### src/design/led_overtemp_blink_controller_top_macros.svh
// Assertion macros for the LED overtemperature blink controller.
// No dependencies; included by the modules that carry assertions.
`ifndef LED_OVERTEMP_BLINK_CONTROLLER_TOP_MACROS_SVH
`define LED_OVERTEMP_BLINK_CONTROLLER_TOP_MACROS_SVH

// Same-cycle implication.
`define LOBC_ASSERT_NOW(label, clk, rst, ante, cons, msg) \
   label: assert property (@(posedge clk) disable iff (rst) (ante) |-> (cons)) \
      else $error(msg);

// Next-cycle implication.
`define LOBC_ASSERT_NEXT(label, clk, rst, ante, cons, msg) \
   label: assert property (@(posedge clk) disable iff (rst) (ante) |=> (cons)) \
      else $error(msg);

`endif

### src/design/lobc_pkg.sv
// Package for the LED overtemperature blink controller: codes, reset values,
// item, result and register types. No dependencies.
`timescale 1ns / 1ps

package lobc_pkg;

   localparam int TempWidth  = 8;
   localparam int DutyWidth  = 8;
   localparam int TickWidth  = 12;
   localparam int FuncWidth  = 3;
   localparam int CodeWidth  = 2;
   localparam int IndexWidth = 3;
   localparam int CsrWidth   = 12;

   localparam logic [TickWidth-1:0] TICK_MAX = '1;

   // item functions
   localparam logic [FuncWidth-1:0] FUNC_TICK      = 3'd0;
   localparam logic [FuncWidth-1:0] FUNC_SET_RED   = 3'd1;
   localparam logic [FuncWidth-1:0] FUNC_SET_GREEN = 3'd2;
   localparam logic [FuncWidth-1:0] FUNC_SET_BLUE  = 3'd3;
   localparam logic [FuncWidth-1:0] FUNC_QUERY     = 3'd4;

   // register indexes
   localparam logic [IndexWidth-1:0] CSR_HIGH_THRESHOLD = 3'd0;
   localparam logic [IndexWidth-1:0] CSR_LOW_THRESHOLD  = 3'd1;
   localparam logic [IndexWidth-1:0] CSR_ON_TIME        = 3'd2;
   localparam logic [IndexWidth-1:0] CSR_OFF_TIME       = 3'd3;
   localparam logic [IndexWidth-1:0] CSR_WARN_RED       = 3'd4;
   localparam logic [IndexWidth-1:0] CSR_WARN_GREEN     = 3'd5;
   localparam logic [IndexWidth-1:0] CSR_WARN_BLUE      = 3'd6;

   // register reset values
   localparam logic [TempWidth-1:0] RESET_HIGH_THRESHOLD = 8'd100;
   localparam logic [TempWidth-1:0] RESET_LOW_THRESHOLD  = 8'd80;
   localparam logic [TickWidth-1:0] RESET_ON_TIME        = 12'd500;
   localparam logic [TickWidth-1:0] RESET_OFF_TIME       = 12'd2000;
   localparam logic [DutyWidth-1:0] RESET_WARN_RED       = 8'h30;
   localparam logic [DutyWidth-1:0] RESET_WARN_GREEN     = 8'h10;
   localparam logic [DutyWidth-1:0] RESET_WARN_BLUE      = 8'h10;

   // reported alarm codes
   localparam logic [CodeWidth-1:0] ALARM_CODE_NORMAL = 2'd0;
   localparam logic [CodeWidth-1:0] ALARM_CODE_LIT    = 2'd1;
   localparam logic [CodeWidth-1:0] ALARM_CODE_DARK   = 2'd2;

   typedef enum logic [2:0] {
      ALARM_NORMAL = 3'b001,
      ALARM_LIT    = 3'b010,
      ALARM_DARK   = 3'b100
   } alarm_type;

   typedef struct packed {
      logic [TempWidth-1:0] high_threshold;
      logic [TempWidth-1:0] low_threshold;
      logic [TickWidth-1:0] on_time;
      logic [TickWidth-1:0] off_time;
      logic [DutyWidth-1:0] warn_red;
      logic [DutyWidth-1:0] warn_green;
      logic [DutyWidth-1:0] warn_blue;
   } cfg_type;

   typedef struct packed {
      logic [FuncWidth-1:0] func;
      logic [DutyWidth-1:0] value;
      logic [TempWidth-1:0] led_temp;
      logic [TempWidth-1:0] cpu_temp;
   } req_type;

   typedef struct packed {
      logic [DutyWidth-1:0] drive_red;
      logic [DutyWidth-1:0] drive_green;
      logic [DutyWidth-1:0] drive_blue;
      logic [DutyWidth-1:0] stored_red;
      logic [DutyWidth-1:0] stored_green;
      logic [DutyWidth-1:0] stored_blue;
      logic [TempWidth-1:0] report_cpu_temp;
      logic [TempWidth-1:0] report_led_temp;
      logic [CodeWidth-1:0] alarm_state;
      logic                 is_report;
   } rsp_type;

   function automatic logic [CodeWidth-1:0] alarm_code(alarm_type mode);
      logic [CodeWidth-1:0] code;
      case (mode)
         ALARM_LIT:  code = ALARM_CODE_LIT;
         ALARM_DARK: code = ALARM_CODE_DARK;
         default:    code = ALARM_CODE_NORMAL;
      endcase
      return code;
   endfunction

endpackage

### src/design/lobc_core.sv
// Colour store, drive levels, blink timer and alarm state machine.
// Depends on lobc_pkg and led_overtemp_blink_controller_top_macros.svh.
`timescale 1ns / 1ps
`include "led_overtemp_blink_controller_top_macros.svh"

module lobc_core (
   input  logic              clock,
   input  logic              reset,
   input  logic              step_valid,
   input  lobc_pkg::req_type step_item,
   input  lobc_pkg::cfg_type cfg,
   output lobc_pkg::rsp_type step_result
);

   logic [lobc_pkg::DutyWidth-1:0] color_ff [3];
   logic [lobc_pkg::DutyWidth-1:0] color_in [3];
   logic [lobc_pkg::DutyWidth-1:0] drive_ff [3];
   logic [lobc_pkg::DutyWidth-1:0] drive_in [3];
   logic [lobc_pkg::TickWidth-1:0] ticks_ff;
   logic [lobc_pkg::TickWidth-1:0] ticks_in;
   logic [lobc_pkg::TickWidth-1:0] ticks_cmd;
   lobc_pkg::alarm_type            mode_ff;
   lobc_pkg::alarm_type            mode_in;
   logic                           is_query;
   logic                           is_set;

   always_comb begin
      color_in  = color_ff;
      drive_in  = drive_ff;
      ticks_cmd = ticks_ff;
      mode_in   = mode_ff;
      is_query  = 1'b0;
      is_set    = 1'b0;

      // command part
      case (step_item.func)
         lobc_pkg::FUNC_TICK: begin
            if (ticks_ff != lobc_pkg::TICK_MAX) begin
               ticks_cmd = ticks_ff + 12'd1;
            end
         end
         lobc_pkg::FUNC_SET_RED: begin
            color_in[0] = step_item.value;
            is_set      = 1'b1;
         end
         lobc_pkg::FUNC_SET_GREEN: begin
            color_in[1] = step_item.value;
            is_set      = 1'b1;
         end
         lobc_pkg::FUNC_SET_BLUE: begin
            color_in[2] = step_item.value;
            is_set      = 1'b1;
         end
         lobc_pkg::FUNC_QUERY: begin
            is_query = 1'b1;
         end
         default: begin
         end
      endcase
      if (is_set) begin
         drive_in = color_in;
      end
      ticks_in = ticks_cmd;

      // temperature check
      case (mode_ff)
         lobc_pkg::ALARM_NORMAL: begin
            if (step_item.led_temp > cfg.high_threshold) begin
               drive_in = '{cfg.warn_red, cfg.warn_green, cfg.warn_blue};
               ticks_in = '0;
               mode_in  = lobc_pkg::ALARM_LIT;
            end
         end
         lobc_pkg::ALARM_LIT: begin
            if (step_item.led_temp < cfg.low_threshold) begin
               drive_in = color_in;
               mode_in  = lobc_pkg::ALARM_NORMAL;
            end else if (ticks_cmd > cfg.on_time) begin
               drive_in = '{'0, '0, '0};
               ticks_in = '0;
               mode_in  = lobc_pkg::ALARM_DARK;
            end
         end
         lobc_pkg::ALARM_DARK: begin
            if (step_item.led_temp < cfg.low_threshold) begin
               drive_in = color_in;
               mode_in  = lobc_pkg::ALARM_NORMAL;
            end else if (ticks_cmd > cfg.off_time) begin
               drive_in = '{cfg.warn_red, cfg.warn_green, cfg.warn_blue};
               ticks_in = '0;
               mode_in  = lobc_pkg::ALARM_LIT;
            end
         end
         default: begin
            mode_in = lobc_pkg::ALARM_NORMAL;
         end
      endcase
   end

   always_ff @(posedge clock) begin
      if (reset) begin
         color_ff <= '{'0, '0, '0};
         drive_ff <= '{'0, '0, '0};
         ticks_ff <= '0;
         mode_ff  <= lobc_pkg::ALARM_NORMAL;
      end else if (step_valid) begin
         color_ff <= color_in;
         drive_ff <= drive_in;
         ticks_ff <= ticks_in;
         mode_ff  <= mode_in;
      end
   end

   always_comb begin
      step_result.drive_red       = drive_in[0];
      step_result.drive_green     = drive_in[1];
      step_result.drive_blue      = drive_in[2];
      step_result.stored_red      = color_in[0];
      step_result.stored_green    = color_in[1];
      step_result.stored_blue     = color_in[2];
      step_result.report_cpu_temp = is_query ? step_item.cpu_temp : '0;
      step_result.report_led_temp = is_query ? step_item.led_temp : '0;
      step_result.alarm_state     = lobc_pkg::alarm_code(mode_in);
      step_result.is_report       = is_query;
   end

   `LOBC_ASSERT_NEXT(a_hot_enters_alarm, clock, reset,
      step_valid && step_item.led_temp > cfg.high_threshold
         && step_item.led_temp >= cfg.low_threshold,
      mode_ff != lobc_pkg::ALARM_NORMAL, "hot item left alarm normal")
   `LOBC_ASSERT_NEXT(a_cool_leaves_alarm, clock, reset,
      step_valid && step_item.led_temp < cfg.low_threshold
         && mode_ff != lobc_pkg::ALARM_NORMAL,
      mode_ff == lobc_pkg::ALARM_NORMAL, "cool item kept alarm")
   `LOBC_ASSERT_NEXT(a_ticks_hold_idle, clock, reset,
      !step_valid, $stable(ticks_ff), "blink timer moved without item")

endmodule

### src/design/led_overtemp_blink_controller_top.sv
// RGB LED drive with overtemperature blink: one result per item. An item is
// taken every clock while the result side does not stall; it is held in the
// input register, its update of colours, blink timer and alarm state is done
// in one pass, and the result register captures it, so throughput is one item
// per clock without stalls, set by the one-pass state update in lobc_core.
// Stalls on the result side back up through the input register.
// Depends on lobc_pkg and lobc_core.
`timescale 1ns / 1ps

module led_overtemp_blink_controller_top (
   input  logic        clock,
   input  logic        reset,
   input  logic        req_tvalid,
   output logic        req_tready,
   // [7:0] value, [15:8] led_temp, [23:16] cpu_temp
   input  logic [23:0] req_tdata,
   // [2:0] func
   input  logic [2:0]  req_tuser,
   output logic        rsp_tvalid,
   input  logic        rsp_tready,
   // [7:0] drive_red, [15:8] drive_green, [23:16] drive_blue,
   // [31:24] stored_red, [39:32] stored_green, [47:40] stored_blue,
   // [55:48] report_cpu_temp, [63:56] report_led_temp,
   // [65:64] alarm_state, [71:66] zero
   output logic [71:0] rsp_tdata,
   // [0] is_report
   output logic [0:0]  rsp_tuser,
   input  logic        csr_valid,
   output logic        csr_ready,
   input  logic [lobc_pkg::IndexWidth-1:0] csr_index,
   input  logic [lobc_pkg::CsrWidth-1:0]   csr_data
);

   lobc_pkg::cfg_type cfg_ff;
   lobc_pkg::cfg_type cfg_in;
   logic              in_valid_ff;
   logic              in_valid_in;
   lobc_pkg::req_type in_item_ff;
   logic              rsp_valid_ff;
   logic              rsp_valid_in;
   lobc_pkg::rsp_type rsp_item_ff;
   lobc_pkg::rsp_type step_result;
   lobc_pkg::req_type req_item;
   logic              req_transfer;
   logic              advance;

   assign csr_ready = 1'b1;

   always_comb begin
      cfg_in = cfg_ff;
      if (csr_valid) begin
         case (csr_index)
            lobc_pkg::CSR_HIGH_THRESHOLD: cfg_in.high_threshold = csr_data[7:0];
            lobc_pkg::CSR_LOW_THRESHOLD:  cfg_in.low_threshold  = csr_data[7:0];
            lobc_pkg::CSR_ON_TIME:        cfg_in.on_time        = csr_data;
            lobc_pkg::CSR_OFF_TIME:       cfg_in.off_time       = csr_data;
            lobc_pkg::CSR_WARN_RED:       cfg_in.warn_red       = csr_data[7:0];
            lobc_pkg::CSR_WARN_GREEN:     cfg_in.warn_green     = csr_data[7:0];
            lobc_pkg::CSR_WARN_BLUE:      cfg_in.warn_blue      = csr_data[7:0];
            default: begin
            end
         endcase
      end
   end

   always_ff @(posedge clock) begin
      if (reset) begin
         cfg_ff.high_threshold <= lobc_pkg::RESET_HIGH_THRESHOLD;
         cfg_ff.low_threshold  <= lobc_pkg::RESET_LOW_THRESHOLD;
         cfg_ff.on_time        <= lobc_pkg::RESET_ON_TIME;
         cfg_ff.off_time       <= lobc_pkg::RESET_OFF_TIME;
         cfg_ff.warn_red       <= lobc_pkg::RESET_WARN_RED;
         cfg_ff.warn_green     <= lobc_pkg::RESET_WARN_GREEN;
         cfg_ff.warn_blue      <= lobc_pkg::RESET_WARN_BLUE;
      end else begin
         cfg_ff <= cfg_in;
      end
   end

   // advance the held item into the result register when it is free
   assign advance      = in_valid_ff && (!rsp_valid_ff || rsp_tready);
   assign req_tready   = !in_valid_ff || advance;
   assign req_transfer = req_tvalid && req_tready;
   assign in_valid_in  = req_transfer || (in_valid_ff && !advance);
   assign rsp_valid_in = advance || (rsp_valid_ff && !rsp_tready);

   always_comb begin
      req_item.func     = req_tuser;
      req_item.value    = req_tdata[7:0];
      req_item.led_temp = req_tdata[15:8];
      req_item.cpu_temp = req_tdata[23:16];
   end

   always_ff @(posedge clock) begin
      if (reset) begin
         in_valid_ff  <= 1'b0;
         rsp_valid_ff <= 1'b0;
      end else begin
         in_valid_ff  <= in_valid_in;
         rsp_valid_ff <= rsp_valid_in;
      end
   end

   always_ff @(posedge clock) begin
      if (req_transfer) begin
         in_item_ff <= req_item;
      end
      if (advance) begin
         rsp_item_ff <= step_result;
      end
   end

   lobc_core u_core (
      .clock       (clock),
      .reset       (reset),
      .step_valid  (advance),
      .step_item   (in_item_ff),
      .cfg         (cfg_ff),
      .step_result (step_result)
   );

   assign rsp_tvalid = rsp_valid_ff;
   assign rsp_tdata  = {6'd0,
                        rsp_item_ff.alarm_state,
                        rsp_item_ff.report_led_temp,
                        rsp_item_ff.report_cpu_temp,
                        rsp_item_ff.stored_blue,
                        rsp_item_ff.stored_green,
                        rsp_item_ff.stored_red,
                        rsp_item_ff.drive_blue,
                        rsp_item_ff.drive_green,
                        rsp_item_ff.drive_red};
   assign rsp_tuser  = rsp_item_ff.is_report;

endmodule
### config.mk
export PLATFORM = sky130hd
export DESIGN_NAME = led_overtemp_blink_controller_top
export DESIGN_NICKNAME = d
export VERILOG_FILES = /design/src/design/lobc_pkg.sv /design/src/design/lobc_core.sv /design/src/design/led_overtemp_blink_controller_top.sv
export VERILOG_INCLUDE_DIRS = /design/src /design/src/design
export SDC_FILE = /design/constraint.sdc
export NUM_CORES = 1
export LEC_CHECK = 0
export ABC_AREA = 0
export CAP_MARGIN = 20
export CORE_AREA = 2 2 142 144
export CTS_CLUSTER_SIZE = 40
export DETAILED_ROUTE_END_ITERATION = 10
export DIE_AREA = 0 0 144 146
export DONT_BUFFER_PORTS = 1
export PLACE_DENSITY = 0.69
export SYNTH_ARGS = -nofsm -noshare
export SYNTH_HDL_FRONTEND = slang
export SYNTH_HIERARCHICAL = 1
export SYNTH_SLANG_ARGS = --single-unit
### constraint.sdc
create_clock -name clock -period 4.41 [get_ports clock]
set_input_delay 0.6615 -clock clock [delete_from_list [all_inputs] [get_ports clock]]
set_output_delay 0.6615 -clock clock [all_outputs]
set_load 0.1 [all_outputs]
* Word-level counts from Yosys, hierarchy flattened
Cells that the tools add are included.
Operators by class: equality and inequality tests 16, reduce and logical (&&, ||, !) cells 22, muxes and demuxes 27, magnitude comparators 4, add/sub/neg operators 1
Operators with widths (count):
- $mux W24 | 6
- $mux W12 | 7
- $pmux W24 S3 | 1
- $pmux W12 S3 | 1
- $gt A12 B12 Y1 | 2
- $mux W8 | 3
- $eq A3 B2 Y1 const B | 6
- $eq A3 B3 Y1 const B | 6
- $mux W3 | 5
- $reduce_and A2 Y1 | 7
- $add A12 B1 Y12 const B | 1
- $ne A12 B12 Y1 const B | 1
- $eq A3 B1 Y1 const B | 3
- $pmux W3 S3 | 1
- $gt A8 B8 Y1 | 1
- $lt A8 B8 Y1 | 1
- $logic_not A3 Y1 | 2
- $logic_and A1 B1 Y1 | 4
- $logic_not A1 Y1 | 4
- $logic_or A1 B1 Y1 | 4
- $pmux W2 S2 | 1
- $reduce_or A3 Y1 | 1
- $mux W1 | 2
Word-level totals: output and inout port bits 76, logic and storage cells 101, input port bits 47, register bits after elaboration 223

* Logic depth before layout (Yosys ltp)
depth in word-level cells 9, mapped depth 16

* Cells and area by module
Netlist, hierarchy kept.
By module, submodules not included:
- led_overtemp_blink_controller_top | sequential area each 4144.0 um^2, times used 1, cells each 353, area an instance 5547.8 um^2
- lobc_core | sequential area each 1261.2 um^2, times used 1, cells each 621, area an instance 4974.8 um^2

* Worst setup path after synthesis
Ideal clock, no wire load.
path kind flip-flop to flip-flop, start point register rsp_valid_ff (netlist: rsp_tvalid), end point register u_core/drive_ff[22] (netlist name), setup slack 0.526 ns, data arrival time 3.742 ns, required time 4.268 ns, stages on the path, launching flop included 7, clock period less this slack 3.884 ns, path buffers 3, cells stage by stage dfxtp_1 -> nand2b_1 -> and2_1 -> buf_6 -> buf_6 -> dlygate4sd3_1 -> a311oi_2
On the way: word-level cells in the longest chain between the ends 3
Ends and longest elaborated chain:
- from (decl) | line led_overtemp_blink_controller_top.sv:39 | logic rsp_valid_ff;
- from (signal assigned) | line led_overtemp_blink_controller_top.sv:100 | rsp_valid_ff <= rsp_valid_in;
- $logic_not A1 Y1 | line led_overtemp_blink_controller_top.sv:81 | assign advance = in_valid_ff && (!rsp_valid_ff || rsp_tready);
- $logic_or A1 B1 Y1 | line led_overtemp_blink_controller_top.sv:81
- $logic_and A1 B1 Y1 | line led_overtemp_blink_controller_top.sv:81
- named net advance | line led_overtemp_blink_controller_top.sv:45 | logic advance;
- to (signal assigned) | line lobc_core.sv:103 | drive_ff <= '{'0, '0, '0};
- to (signal assigned) | line lobc_core.sv:108 | drive_ff <= drive_in;
- to (decl) | line lobc_core.sv:17 | logic [lobc_pkg::DutyWidth-1:0] drive_ff [3];
The timed path passes the listed nets, and every way through them passes these cells. A chain may end at the register's enable or synchronous reset.

==> results.md <==
* Worst flop-to-flop path startpoint: in_item_ff[25]$_DFFE_PP_
* Top delay family on crit path: simple AND/OR/NAND/NOR gates
* # rows at 51
* Ys async rst share at 0%
* RR Endpoint: rsp_tdata[6]$_DFFE_PP_
* F_max at 249 MHz
* Register clock-pin slew on the reported worst setup and hold paths at 0.06 ns
* WP buf/inv at 1
* Critical path type: register to register
* I/O pin count at 123
* EDFF count, synth at 94
* Max-slew violation count at 0
* DIE AREA at 21000 µm²
* Synth warn at 6
* Detail Route Antenna Nets at 0
* Setup_tns at 0 ns
* WL/cell at 18.6 µm
* Slowest stage cell, crit path: edfxtp_1
* Via count at 6938
* GPL Wtd Cong at 0.882
* Ant. Diodes at 0
* CP Data Arrival Time at 4.30 ns
* Largest cells by area after synthesis: edfxtp_1 27%, dfxtp_1 25%, mux2i_1 8.4%
* HP Start: req_tuser[1]
* Critical-path cell list: nor3_1 > o31a_1 > and2_1 > nand3_1 > xnor2_1 > ha_1 > a211oi_1 > nor2_1 > or3_4 > o21ai_2 > o21ai_4 > buf_4 > a22oi_1 > nand2_1
* HP Class: input port to register
* Detailed Route Iter0 Violations at 464
* Core Area at 19300 µm²
* Global Route Usage Sum at 21.8%
* Root Buffer: clkbuf_16
* Residual DRC at 0
* LEAKAGE at 4.63 nW
* Post-CTS Setup Inserts at 0
* Drt total wl at 23000 µm
* Starting density of the core at 54.4%
* Max Root-Sink Buffers at 3
* Die Ht at 146 µm
* Gr ovfl total at 0
* Number of synthesized register bits at 223
* CTS H-tree lvls at 1
* Predominant post-synthesis flop cell: dfxtp_1
* Share of cells above drive strength 1 at 9.20%
* Post-cts hold buffer count at 0
* Placement Setup Slack at 0.478 ns
* First-pass GRT wire length at 36200 µm
* Critical Path Start Type: register
* Vias per cell at 5.63
* Syn-to-layout area delta at 6.96%
* Fin crit period at 4.02 ns
* DR pass1 iterations at 5
* CTS tree: built
* CTS Buf Count at 24
* R2r setup slk at 0.39 ns
* Final period utilization at 91.2%
* CP Depth at 14
* Worst Hold Path Cells at 0
* Hold Path End: in_item_ff[25]$_DFFE_PP_
* Outcome: completed
* Hold Vio Cnt, Final at 0
* Distinct cell type count after synthesis at 75
* CP Max Fanout at 24
* Final setup viols at 0
* Fin nets at 1036
* Syn avg cell area at 10.8 µm²
* P per Cell Area at 432 nW/µm²
* CTS sink count at 223
* Initial antenna violation count at 0
* Final HPWL DP at 14900 µm
* Max_slew headroom at 33.4%
* Die W at 144 µm
* Critical Path End Type: register
* Max cap viols at 0
* Largest net degree at the start of global routing at 143
* Vias in the first global route at 6686
* Clock latency on the worst-skew pair at 0.53 ns
* Worst VDD drop at 0.266 mV
* Register area share after synthesis at 51.4%
* Post-Synthesis Cell Area at 10500 µm²
* Top-area cell type share of the netlist area at 26.8%
* Worst path max stage delay at 0.48 ns
* Clock skew at 0.0217 ns
* Syn Inst Count at 974
* CTS resizes at 0
* Synth area leader: edfxtp_1
* Slew @ Worst Pin at 0.998 ns
* Port Buf Inserts at 0
* Critical Path RT at 4.68 ns
* Setup WS post-layout at 0.387 ns
* Register-to-Register Path Depth at 14
* RSZ-0062 raised after global routing: no
==> placed cells by master (no fill, tap or decap), types with 6 or more instances in the layout <==
cell / n
xor2_1: 6
o21ai_1: 7
nand2b_1: 60
clkbuf_1: 6
a22oi_1: 24
clkbuf_16: 24
nand2_1: 69
a311oi_1: 24
nand4_1: 9
nor2b_1: 7
a32o_1: 7
inv_1: 64
o21ai_2: 21
mux2i_1: 88
conb_1: 7
a211oi_1: 28
ha_1: 40
nand3_1: 8
edfxtp_1: 94
nor2_1: 90
dfxtp_1: 129
a21oi_1: 14
and2_1: 18
buf_4: 10
o21ai_0: 30
==> cell usage after synthesis, types with 3 or more instances <==
cell           number
and3_1              4
nand4bb_1           3
a21oi_1            14
o21ai_1             7
ha_1               40
xnor2_1             4
xor2_1              6
a32o_1              7
buf_4              10
edfxtp_1           94
o211ai_1            3
dlygate4sd3_1       8
buf_2              12
buf_6               7
nand4_1             9
a311oi_1           24
inv_1              64
a211oi_1           28
clkbuf_1           23
nor2_1             90
nand2_1            69
nor3_1              4
nor2b_1             7
o21ai_2            21
dfxtp_1           129
mux2i_1            88
nand2b_1           60
and2_1             19
a22oi_1            24
a21o_1              3
nor3b_1             3
o21ai_0            30
nand3_1             8
==> metrics by stage <==
step	cell area (µm²)	util [%]	power (mW)	hold slack [ns]	cells
2_1_floorplan	10500	-	2.93	0.434	979
3_3_place_gp	10500	54.3	2.98	0.452	1188
3_5_place_dp	10500	54.3	2.99	0.462	1188
4_1_cts	11300	58.2	4.90	0.200	1232
5_1_grt	11300	58.2	5.01	0.201	1232
6_report	11300	58.2	4.86	0.223	1232
==> power by group <==
group	switching [mW]	internal (mW)
Combinational	0.258	0.122
Clock	0.815	1.10
Sequential	0.299	2.26
==> worst max-delay path by stage <==
stage / startpoint / to / slack, ns
detailed placement: in_item_ff[25]$_DFFE_PP_ / rsp_tdata[6]$_DFFE_PP_ / 0.48
floorplan: rsp_tvalid$_SDFF_PP0_ / u_core/drive_ff[22]$_SDFFE_PP0P_ / 0.53
CTS: in_item_ff[25]$_DFFE_PP_ / rsp_tdata[6]$_DFFE_PP_ / 0.46
finish: in_item_ff[25]$_DFFE_PP_ / rsp_tdata[6]$_DFFE_PP_ / 0.39
global route: in_item_ff[25]$_DFFE_PP_ / rsp_tdata[21]$_DFFE_PP_ / 0.09
global placement: in_item_ff[25]$_DFFE_PP_ / rsp_tdata[6]$_DFFE_PP_ / 0.60
==> worst register-to-register path, delay by kind of cell (launching register included) <==
kind,cells,cell delay (ns)
adder cells (fa/ha/maj),1,0.30
buffers and inverters,1,0.27
XOR/XNOR,1,0.27
AO/OA/AOI/OAI,5,1.16
flip-flops,1,0.48
AND/OR/NAND/NOR,6,1.29
==> flip-flops by register name, summed over array words and instances, names as in the netlist <==
| name | cells |
|---|---|
| u_core/ticks_ff | 12 |
| u_core/color_ff | 24 |
| u_core/drive_ff | 24 |
| u_core/mode_ff | 3 |
| in_valid_ff | 1 |
| in_item_ff | 27 |
| cfg_ff | 64 |
| rsp_tdata | 66 |
| rsp_tvalid | 1 |
| rsp_tuser | 1 |
==> per-layer routing <==
| layer | up-vias | share of wire [%] | GRT usage, % |
|---|---|---|---|
| met5 | - | 0 | 0 |
| met3 | 45 | 5.5 | 3.95 |
| li1 | 3402 | - | - |
| met1 | 3291 | 47 | 31.2 |
| met4 | 0 | 3.0 | 6.27 |
| met2 | 200 | 45 | 33.7 |
==> kinds of logic after synthesis <==
kind of cell	count (synthesis)	synth area share [%]
mux	90	8.58
flops	223	51.4
compound gates	182	13.1
fa+ha+maj	40	4.76
xor+xnor	10	0.832
buf+inv	130	6.65
other cells	2	0.0714
simple gates	297	14.6
==> final cells by class <==
type / count / area (µm²)
Fill cell: 1659 / 8080
Sequential cell: 223 / 5410
Multi-Input combinational cell: 626 / 4450
Clock buffer: 32 / 651
Tap cell: 265 / 332
Inverter: 64 / 240
Clock inverter: 12 / 103
Timing Repair Buffer: 10 / 75.1
Power figures use the tool's default switching activity.
